File: src/assert_macros.svh
// Assertion macros for the encoder RTL.
`ifndef ASSERT_MACROS_SVH
`define ASSERT_MACROS_SVH

// Antecedent holds, consequent holds in the same cycle.
`define ASSERT_IMPLIES(label, clk, rst_n, ante, cons) \
	label: assert property (@(posedge clk) disable iff (!rst_n) (ante) |-> (cons)) \
		else $error("%m: implication failed");

// Antecedent holds, consequent holds in the next cycle.
`define ASSERT_NEXT(label, clk, rst_n, ante, cons) \
	label: assert property (@(posedge clk) disable iff (!rst_n) (ante) |=> (cons)) \
		else $error("%m: next-cycle implication failed");

// Condition must never hold.
`define ASSERT_NEVER(label, clk, rst_n, cond) \
	label: assert property (@(posedge clk) disable iff (!rst_n) !(cond)) \
		else $error("%m: forbidden condition seen");

`endif

File: src/b32enc_pkg.sv
// Constants and polymod/alphabet functions for the address encoder.
`default_nettype none

package b32enc_pkg;

	localparam int PREFIX_MAX_CHARS = 8;

	localparam int CFG_INDEX_W = 1;
	localparam int CFG_DATA_W  = 64;

	localparam logic [CFG_INDEX_W-1:0] CFG_PREFIX_CHARS  = 1'd0;
	localparam logic [CFG_INDEX_W-1:0] CFG_PREFIX_LENGTH = 1'd1;

	localparam logic [29:0] GEN_POLY [5] = '{
		30'h3b6a57b2, 30'h26508e6d, 30'h1ea119fa, 30'h3d4233dd, 30'h2a1462b3
	};
	localparam logic [29:0] CONST_BECH32  = 30'h00000001;
	localparam logic [29:0] CONST_BECH32M = 30'h2bc830a3;
	localparam logic [6:0]  CHAR_SEPARATOR = 7'h31;

	localparam logic [7:0] ALPHABET [32] = '{
		"q", "p", "z", "r", "y", "9", "x", "8",
		"g", "f", "2", "t", "v", "d", "w", "0",
		"s", "3", "j", "n", "5", "4", "k", "h",
		"c", "e", "6", "m", "u", "a", "7", "l"
	};

	// One step of the BCH checksum over a 5-bit symbol.
	function automatic logic [29:0] polymod_step(logic [29:0] c, logic [4:0] sym);
		logic [4:0]  top;
		logic [29:0] r;
		top = c[29:25];
		r   = {c[24:0], 5'b0} ^ {25'b0, sym};
		for (int j = 0; j < 5; j++) begin
			if (top[j]) begin
				r = r ^ GEN_POLY[j];
			end
		end
		return r;
	endfunction

	function automatic logic [6:0] alpha_char(logic [4:0] sym);
		return ALPHABET[sym][6:0];
	endfunction

endpackage

`default_nettype wire

File: src/b32enc_if.sv
// Stream interfaces: program byte channel and address character channel.
`default_nettype none

interface b32enc_prog_if;
	logic       valid;
	logic       ready;
	logic [7:0] program_byte;
	logic [4:0] witness_version;
	logic       first_byte;
	logic       last_byte;

	modport source (output valid, program_byte, witness_version, first_byte, last_byte,
		input ready);
	modport sink (input valid, program_byte, witness_version, first_byte, last_byte,
		output ready);
endinterface

interface b32enc_addr_if;
	logic       valid;
	logic       ready;
	logic [6:0] address_char;
	logic       final_char;

	modport source (output valid, address_char, final_char, input ready);
	modport sink (input valid, address_char, final_char, output ready);
endinterface

`default_nettype wire

File: src/bech32m_address_encoder_unit.sv
// Streaming bech32/bech32m segwit address encoder, top level.
//
// prog_ch takes one witness program byte per transaction, with the version and
// first/last marks. addr_ch returns the address one ASCII character per
// transaction; final_char marks the last checksum character. The prefix sits in
// two registers written through cfg_we/cfg_index/cfg_data; the user must write
// them only while the block idles, which the block itself does not enforce.
//
// One checksum step unit is shared by every symbol, so the sequencer handles
// them one at a time, and prog_ch is not ready until the byte is done. A plain
// byte yields 1 or 2 data symbols. A first byte adds L high-part updates
// (L = prefix length, capped at 8), the zero separator, L prefix characters,
// '1' and the version. A last byte adds an optional pad symbol, 6 zero updates
// and 6 checksum characters. Results sit in one output register; while addr_ch
// stalls with it full, the sequencer holds on any character cycle. Reset clears
// the checksum to one, the leftover bits and version to zero, and the prefix
// registers to "bc" of length two. No clearing pass is needed.
`default_nettype none

module bech32m_address_encoder_unit
	import b32enc_pkg::*;
(
	input  wire logic                   clk,
	input  wire logic                   arst_n,
	input  wire logic                   cfg_we,
	input  wire logic [CFG_INDEX_W-1:0] cfg_index,
	input  wire logic [CFG_DATA_W-1:0]  cfg_data,
	b32enc_prog_if.sink                 prog_ch,
	b32enc_addr_if.source               addr_ch
);

	`include "assert_macros.svh"

	localparam logic [3:0] ST_IDLE = 4'd0;
	localparam logic [3:0] ST_PHI  = 4'd1;
	localparam logic [3:0] ST_PSEP = 4'd2;
	localparam logic [3:0] ST_PLO  = 4'd3;
	localparam logic [3:0] ST_SEP1 = 4'd4;
	localparam logic [3:0] ST_VER  = 4'd5;
	localparam logic [3:0] ST_DATA = 4'd6;
	localparam logic [3:0] ST_PAD  = 4'd7;
	localparam logic [3:0] ST_ZERO = 4'd8;
	localparam logic [3:0] ST_CHK  = 4'd9;

	logic [63:0] pfx_chars_q;
	logic [3:0]  pfx_len_q;
	logic [3:0]  state_q;
	logic [2:0]  idx_q;
	logic [29:0] chk_q;
	logic [11:0] acc_q;
	logic [3:0]  bits_q;
	logic        last_q;
	logic [3:0]  lo_bits_q;
	logic [2:0]  lo_cnt_q;
	logic [4:0]  ver_q;
	logic        out_valid_q;
	logic [6:0]  out_char_q;
	logic        out_final_q;

	logic [3:0]  len_sat;
	logic [2:0]  len_m1;
	logic [7:0]  pfx_byte;
	logic        can_push;
	logic        accept;
	logic        feed_en;
	logic [4:0]  feed_sym;
	logic [29:0] chk_step;
	logic        emit;
	logic        push;
	logic [6:0]  emit_char;
	logic        emit_final;
	logic [4:0]  alpha_sym;
	logic [3:0]  nb;
	logic [4:0]  data_sym;
	logic [11:0] acc_rem;
	logic [8:0]  pad_wide;
	logic [29:0] chk_x;
	logic [4:0]  chk_sym;

	assign len_sat  = (pfx_len_q > 4'(PREFIX_MAX_CHARS)) ? 4'(PREFIX_MAX_CHARS) : pfx_len_q;
	assign len_m1   = 3'(len_sat - 4'd1);
	assign pfx_byte = pfx_chars_q[idx_q*8 +: 8];
	assign can_push = !out_valid_q || addr_ch.ready;
	assign accept   = prog_ch.valid && prog_ch.ready;
	assign prog_ch.ready = (state_q == ST_IDLE);

	// Symbol extraction from the bit accumulator.
	assign nb       = bits_q - 4'd5;
	assign data_sym = 5'(acc_q >> nb);
	assign acc_rem  = acc_q & 12'((13'd1 << nb) - 13'd1);
	assign pad_wide = {5'b0, acc_q[3:0]} << (4'd5 - bits_q);

	assign chk_x = chk_q ^ ((ver_q == 5'd0) ? CONST_BECH32 : CONST_BECH32M);

	always_comb begin
		case (idx_q)
			3'd0:    chk_sym = chk_x[29:25];
			3'd1:    chk_sym = chk_x[24:20];
			3'd2:    chk_sym = chk_x[19:15];
			3'd3:    chk_sym = chk_x[14:10];
			3'd4:    chk_sym = chk_x[9:5];
			default: chk_sym = chk_x[4:0];
		endcase
	end

	always_comb begin
		feed_en    = 1'b0;
		feed_sym   = 5'd0;
		emit       = 1'b0;
		alpha_sym  = 5'd0;
		emit_char  = 7'd0;
		emit_final = 1'b0;
		case (state_q)
			ST_PHI: begin
				feed_en  = 1'b1;
				feed_sym = {2'b0, pfx_byte[7:5]};
			end
			ST_PSEP: begin
				feed_en = 1'b1;
			end
			ST_PLO: begin
				feed_en   = 1'b1;
				feed_sym  = pfx_byte[4:0];
				emit      = 1'b1;
				emit_char = pfx_byte[6:0];
			end
			ST_SEP1: begin
				emit      = 1'b1;
				emit_char = CHAR_SEPARATOR;
			end
			ST_VER: begin
				feed_en   = 1'b1;
				feed_sym  = ver_q;
				emit      = 1'b1;
				alpha_sym = ver_q;
				emit_char = alpha_char(alpha_sym);
			end
			ST_DATA: begin
				feed_en   = 1'b1;
				feed_sym  = data_sym;
				emit      = 1'b1;
				alpha_sym = data_sym;
				emit_char = alpha_char(alpha_sym);
			end
			ST_PAD: begin
				feed_en   = 1'b1;
				feed_sym  = pad_wide[4:0];
				emit      = 1'b1;
				alpha_sym = pad_wide[4:0];
				emit_char = alpha_char(alpha_sym);
			end
			ST_ZERO: begin
				feed_en = 1'b1;
			end
			ST_CHK: begin
				emit       = 1'b1;
				alpha_sym  = chk_sym;
				emit_char  = alpha_char(alpha_sym);
				emit_final = (idx_q == 3'd5);
			end
			default: begin
			end
		endcase
	end

	assign chk_step = polymod_step(chk_q, feed_sym);
	assign push     = emit && can_push;

	always_ff @(posedge clk or negedge arst_n) begin
		if (!arst_n) begin
			pfx_chars_q <= 64'd25442;
			pfx_len_q   <= 4'd2;
		end else if (cfg_we) begin
			case (cfg_index)
				CFG_PREFIX_CHARS:  pfx_chars_q <= cfg_data;
				CFG_PREFIX_LENGTH: pfx_len_q   <= cfg_data[3:0];
				default: begin
				end
			endcase
		end
	end

	always_ff @(posedge clk or negedge arst_n) begin
		if (!arst_n) begin
			state_q   <= ST_IDLE;
			idx_q     <= 3'd0;
			chk_q     <= 30'd1;
			acc_q     <= 12'd0;
			bits_q    <= 4'd0;
			last_q    <= 1'b0;
			lo_bits_q <= 4'd0;
			lo_cnt_q  <= 3'd0;
			ver_q     <= 5'd0;
		end else begin
			// Character cycles hold while the output register is blocked.
			if (feed_en && (!emit || can_push)) begin
				chk_q <= chk_step;
			end
			case (state_q)
				ST_IDLE: begin
					if (accept) begin
						last_q <= prog_ch.last_byte;
						idx_q  <= 3'd0;
						if (prog_ch.first_byte) begin
							chk_q   <= 30'd1;
							ver_q   <= prog_ch.witness_version;
							acc_q   <= {4'd0, prog_ch.program_byte};
							bits_q  <= 4'd8;
							state_q <= (len_sat == 4'd0) ? ST_PSEP : ST_PHI;
						end else begin
							acc_q   <= {lo_bits_q, prog_ch.program_byte};
							bits_q  <= {1'b0, lo_cnt_q} + 4'd8;
							state_q <= ST_DATA;
						end
					end
				end
				ST_PHI: begin
					if (idx_q == len_m1) begin
						idx_q   <= 3'd0;
						state_q <= ST_PSEP;
					end else begin
						idx_q <= idx_q + 3'd1;
					end
				end
				ST_PSEP: begin
					state_q <= (len_sat == 4'd0) ? ST_SEP1 : ST_PLO;
				end
				ST_PLO: begin
					if (can_push) begin
						if (idx_q == len_m1) begin
							idx_q   <= 3'd0;
							state_q <= ST_SEP1;
						end else begin
							idx_q <= idx_q + 3'd1;
						end
					end
				end
				ST_SEP1: begin
					if (can_push) begin
						state_q <= ST_VER;
					end
				end
				ST_VER: begin
					if (can_push) begin
						state_q <= ST_DATA;
					end
				end
				ST_DATA: begin
					if (can_push) begin
						acc_q  <= acc_rem;
						bits_q <= nb;
						if (nb < 4'd5) begin
							if (last_q) begin
								idx_q   <= 3'd0;
								state_q <= (nb != 4'd0) ? ST_PAD : ST_ZERO;
							end else begin
								lo_bits_q <= acc_rem[3:0];
								lo_cnt_q  <= nb[2:0];
								state_q   <= ST_IDLE;
							end
						end
					end
				end
				ST_PAD: begin
					if (can_push) begin
						idx_q   <= 3'd0;
						state_q <= ST_ZERO;
					end
				end
				ST_ZERO: begin
					if (idx_q == 3'd5) begin
						idx_q   <= 3'd0;
						state_q <= ST_CHK;
					end else begin
						idx_q <= idx_q + 3'd1;
					end
				end
				ST_CHK: begin
					if (can_push) begin
						if (idx_q == 3'd5) begin
							idx_q     <= 3'd0;
							chk_q     <= 30'd1;
							lo_bits_q <= 4'd0;
							lo_cnt_q  <= 3'd0;
							state_q   <= ST_IDLE;
						end else begin
							idx_q <= idx_q + 3'd1;
						end
					end
				end
				default: begin
					state_q <= ST_IDLE;
				end
			endcase
		end
	end

	// Output register: refill on a push, drop once the transaction is taken.
	always_ff @(posedge clk or negedge arst_n) begin
		if (!arst_n) begin
			out_valid_q <= 1'b0;
		end else if (push) begin
			out_valid_q <= 1'b1;
		end else if (addr_ch.ready) begin
			out_valid_q <= 1'b0;
		end
	end

	always_ff @(posedge clk) begin
		if (push) begin
			out_char_q  <= emit_char;
			out_final_q <= emit_final;
		end
	end

	assign addr_ch.valid        = out_valid_q;
	assign addr_ch.address_char = out_char_q;
	assign addr_ch.final_char   = out_final_q;

	`ASSERT_NEVER(a_data_short, clk, arst_n, state_q == ST_DATA && bits_q < 4'd5)
	`ASSERT_NEVER(a_leftover_range, clk, arst_n, lo_cnt_q > 3'd4)
	`ASSERT_IMPLIES(a_pad_bits, clk, arst_n, state_q == ST_PAD, bits_q != 4'd0 && bits_q < 4'd5)
	`ASSERT_NEXT(a_final_restart, clk, arst_n, state_q == ST_CHK && push && idx_q == 3'd5, state_q == ST_IDLE && chk_q == 30'd1)

endmodule

`default_nettype wire
File: src/flat_wrapper.sv
// flat-port wrapper written by rule: the top's interface ports become plain ports
module bech32m_address_encoder_unit_flat import b32enc_pkg::*;
  (clk, arst_n, cfg_we, cfg_index, cfg_data, prog_ch_valid, prog_ch_program_byte, prog_ch_witness_version, prog_ch_first_byte, prog_ch_last_byte, prog_ch_ready, addr_ch_valid, addr_ch_address_char, addr_ch_final_char, addr_ch_ready);
  b32enc_prog_if prog_ch_i ();
  b32enc_addr_if addr_ch_i ();
  input  wire logic clk;
  input  wire logic arst_n;
  input  wire logic cfg_we;
  input  wire logic [CFG_INDEX_W-1:0] cfg_index;
  input  wire logic [CFG_DATA_W-1:0] cfg_data;
  input wire logic [$bits(prog_ch_i.valid)-1:0] prog_ch_valid;
  input wire logic [$bits(prog_ch_i.program_byte)-1:0] prog_ch_program_byte;
  input wire logic [$bits(prog_ch_i.witness_version)-1:0] prog_ch_witness_version;
  input wire logic [$bits(prog_ch_i.first_byte)-1:0] prog_ch_first_byte;
  input wire logic [$bits(prog_ch_i.last_byte)-1:0] prog_ch_last_byte;
  output wire logic [$bits(prog_ch_i.ready)-1:0] prog_ch_ready;
  output wire logic [$bits(addr_ch_i.valid)-1:0] addr_ch_valid;
  output wire logic [$bits(addr_ch_i.address_char)-1:0] addr_ch_address_char;
  output wire logic [$bits(addr_ch_i.final_char)-1:0] addr_ch_final_char;
  input wire logic [$bits(addr_ch_i.ready)-1:0] addr_ch_ready;
  assign prog_ch_i.valid = prog_ch_valid;
  assign prog_ch_i.program_byte = prog_ch_program_byte;
  assign prog_ch_i.witness_version = prog_ch_witness_version;
  assign prog_ch_i.first_byte = prog_ch_first_byte;
  assign prog_ch_i.last_byte = prog_ch_last_byte;
  assign prog_ch_ready = prog_ch_i.ready;
  assign addr_ch_valid = addr_ch_i.valid;
  assign addr_ch_address_char = addr_ch_i.address_char;
  assign addr_ch_final_char = addr_ch_i.final_char;
  assign addr_ch_i.ready = addr_ch_ready;
  bech32m_address_encoder_unit u_core (.clk(clk), .arst_n(arst_n), .cfg_we(cfg_we), .cfg_index(cfg_index), .cfg_data(cfg_data), .prog_ch(prog_ch_i), .addr_ch(addr_ch_i));
endmodule
File: config.mk
export PLATFORM = sky130hd
export DESIGN_NAME = bech32m_address_encoder_unit_flat
export DESIGN_NICKNAME = d
export VERILOG_FILES = /design/src/b32enc_pkg.sv /design/src/b32enc_if.sv /design/src/bech32m_address_encoder_unit.sv /design/src/flat_wrapper.sv
export VERILOG_INCLUDE_DIRS = /design/src /design/src/src
export SDC_FILE = /design/constraint.sdc
export NUM_CORES = 1
export LEC_CHECK = 0
export BUFFER_PORTS_ARGS = -buffer_cell sky130_fd_sc_hd__buf_2
export CAP_MARGIN = 20
export CORE_ASPECT_RATIO = 1.2
export CORE_MARGIN = 5
export CORE_UTILIZATION = 40
export CTS_CLUSTER_DIAMETER = 40
export DETAILED_ROUTE_END_ITERATION = 8
export SLEW_MARGIN = 5
export SYNTH_ARGS = -nofsm -noshare
export SYNTH_HDL_FRONTEND = slang
export SYNTH_SLANG_ARGS = --single-unit
File: constraint.sdc
create_clock -name clk -period 11.7 [get_ports clk]
set_input_delay 0 -clock clk [delete_from_list [all_inputs] [get_ports clk]]
set_output_delay 0 -clock clk [all_outputs]
set_load 0.005 [all_outputs]
==> run_results.csv <==
group,metric,value,unit
run_status,status,"finished clean",
cts,ctsHoldBuffers,80,
detailed_routing,antenna_left,0,
layout,final_cell_mix,"126 x dfrtp_1, 110 x nand2_1, 93 x buf_2",
layout,syn_to_final_growth,21.0,%
cts,cts_setup_buffers,0,
place,port_buffers,94,
critical_path,r2r-end,"u_core.addr_ch.address_char[0]$_DFFE_PP_",
synth,synth.avg_cell_area,9.39,um^2
synth,ys.flop_type,"dfrtp_1",
detailed_routing,drtPass1Iterations,5,
critical_path,startpoint_type,"flip-flop",
cts,cts_tree,"built",
synth,synth_top_area_frac,0.328,
synth,yosys.area.top_type,"dfrtp_1",
synth,synth_edf_count,8,
die,fp.dieArea,27200,um^2
power_and_ir_drop,p_total,3560,uW
synth,syn_nets,1125,
power_and_ir_drop,powerDensity,306,nW/um^2
critical_path,rrSetupSlack,7.47,ns
timing,rsz0062_at_grt,"no",
cts,cts_resized,0,
cts,numCtsBuffers,17,
critical_path,r2r-start,"u_core.bits_q[1]$_DFFE_PN0P_",
die,start_util,0.404,
min_path,worstHoldPathType,"in -> reg",
critical_path,crit_arrival,4.38,ns
die,die_w,152,um
global_route,grt_pass1_vias,8413,
layout,drive_gt1_frac,0.224,
die,rows,62,
cts,clk_pin_slew,0.07,ns
synth,ys_seq_area_frac,0.378,
timing,timing.fmax,0.237,GHz
layout,nNetsFinal,1251,
die,core-area,23800,um^2
critical_path,critPathLaunch,"u_core.bits_q[1]$_DFFE_PN0P_",
timing,setup_slack,7.47,ns
timing,post-route-period-util,0.361,
global_route,antenna_found_initial,0,
detailed_routing,drc,0,
synth,netlist_instances,1024,
timing,worstMarginPinSlew,0.981,ns
job,maxCapViolCount,0,
detailed_routing,routed_wl,28000,um
global_route,grt_usage,0.208,
place,place.gp.congestion,0.900,
timing,min_period,4.23,ns
place,hpwl,19000,um
critical_path,cp_max_fo,25,
cts,clock-root-buffer,"clkbuf_16",
detailed_routing,viasPerCell,5.62,
die,fp.dieH,180,um
global_route,grt_pass1_wl,45700,um
synth,synth.cell_area,9610,um^2
detailed_routing,wl_per_cell,18.9,um
die,ios,95,
synth,synth.area.top_cells,"dfrtp_1 33%, mux2_2 9.5%, mux4_2 4.5%, nand2_1 4.3%, xnor2_1 4.2%",
critical_path,cp.required,11.85,ns
cts,clkLatencyLatePin,0.43,ns
detailed_routing,drt_iter0_drc,618,
synth,async_flop_share,0.944,
synth,synth-seq-cells,143,
global_route,grt_overflow_total,0,
layout,final_common_cell,"dfrtp_1",
timing,setup-violations-final,0,
power_and_ir_drop,vdd_drop_max,0.000124,V
cts,cts.path.max_buffers,2,
critical_path,reg2regPathDepth,11,
cts,cts_sinks,143,
timing,fin_tns_setup,0,ns
synth,yosys.cell_types.count,69,
timing,slew_headroom,0.346,
critical_path,cp-end-kind,"flip-flop",
timing,hold_viol,0,
cts,h-tree-depth,4,
timing,whs,0.0392,ns
synth,yosysWarnings,0,
layout,utilization,0.488,
timing,finClkSkew,0.0147,ns
global_route,grt_max_degree,80,
power_and_ir_drop,leakagePower,0.00472,uW
timing,slew_viol_final,0,
place,post-place-ws,7.37,ns
critical_path,critPathKind,"reg -> reg",
critical_path,endpoint,"u_core.addr_ch.address_char[0]$_DFFE_PP_",
layout,n_antenna_cell,0,
detailed_routing,vias,8336,
layout,num-fill-cells,2201,
==> cells in the mapped netlist (3+ instances only) <==
master     instances
nor2b_1            9
o21ai_0           68
a22o_1            10
o22ai_1            9
mux4_2            19
nand4_1            8
xor2_1            15
or3_1             14
nand2b_1          15
a21oi_1           73
a21boi_0           3
a22oi_1            7
o21a_1             6
buf_2             12
mux2i_1           31
xnor2_1           46
and3_1             6
and2_1             7
o311ai_0           7
nor3b_1            5
dfrtp_1          126
a211oi_1          18
o221ai_1           6
nor2_1            68
a211o_1            5
inv_1             20
o211ai_1           9
a31oi_1           18
a21oi_2            3
nor3_1            12
mux2_2            81
buf_1              4
a32oi_1            4
nand3_1           19
o2111ai_1          3
clkbuf_1          59
dfstp_2            9
nand2_1          110
edfxtp_1           8
a21o_1            10
ha_1              16
buf_6              4
o31ai_1            9
==> where the power goes <==
part / switching (uW) / internal [uW]
registers: 216 / 677
clock network: 249 / 301
logic: 1230 / 886
==> worst min-delay path by stage <==
stage                       startpoint  cells after the start  slack (ns)                               to
floorplan                       arst_n                      0       -0.30      u_core.acc_q[0]$_DFFE_PN0P_
global placement                arst_n                      1        0.08      u_core.acc_q[6]$_DFFE_PN0P_
detailed placement              arst_n                      1         0.1      u_core.acc_q[3]$_DFFE_PN0P_
CTS                 prog_ch_first_byte                      4        0.02     u_core.bits_q[0]$_DFFE_PN0P_
global route                    cfg_we                      3        0.06  u_core.pfx_len_q[0]$_DFFE_PN0P_
finish                          cfg_we                      3        0.04  u_core.pfx_len_q[3]$_DFFE_PN0P_
==> layer usage <==
layer  global-route usage  vias to the layer above  routed length [um]
met5                    0                        -                   0
met4               0.0633                        0                 627
met3               0.0421                       50                1620
met2                0.336                      265               13500
met1                0.281                     4029               12300
li1                     -                     3992                   -
==> cells by family after synthesis <==
group                      after synthesis  synth area share
adders and majority gates               17            0.0220
AOI/OAI and AO/OA                      290             0.195
xor gates and xnor gates                61            0.0556
DFF                                    143             0.378
buffers and inverters                  101            0.0445
and+or+nand+nor                        281             0.134
muxes                                  131             0.172
==> layout make-up <==
type | count | area [um^2] | area share
repair buffers | 187 | 1380 | 0.119
flip-flops and latches | 143 | 3630 | 0.312
clock buffers | 18 | 429 | 0.0369
multi-input cells | 780 | 5570 | 0.479
inverters | 21 | 78.8 | 0.00678
clock inverters | 14 | 146 | 0.0126
well taps | 320 | 400 | 0.0344
==> registers in the layout, indices dropped and copies added (netlist names), 5 cells and up <==
name / cells
u_core.acc_q: 12
u_core.pfx_chars_q: 64
u_core.chk_q: 30
u_core.addr_ch.address_char: 7
u_core.ver_q: 5
==> worst max-delay path: stages (launching register included) <==
cell and delay (ns):
dfrtp_1 0.81, inv_1 0.30, ha_1 0.35, a21oi_2 0.22, xnor2_1 0.39, buf_4 0.30
mux2i_1 0.11, a21oi_1 0.68, a21o_1 0.16, a221oi_1 0.08, nor4b_1 0.40, o21ai_0 0.16
==> per-stage QoR <==
stage	instance area (um^2)	cells
floorplan	9610	1024
global placement	10200	1369
detailed placement	10200	1369
CTS	11600	1481
global route	11600	1483
finish	11600	1483
Note: power is estimated with default switching activity, not from simulation.
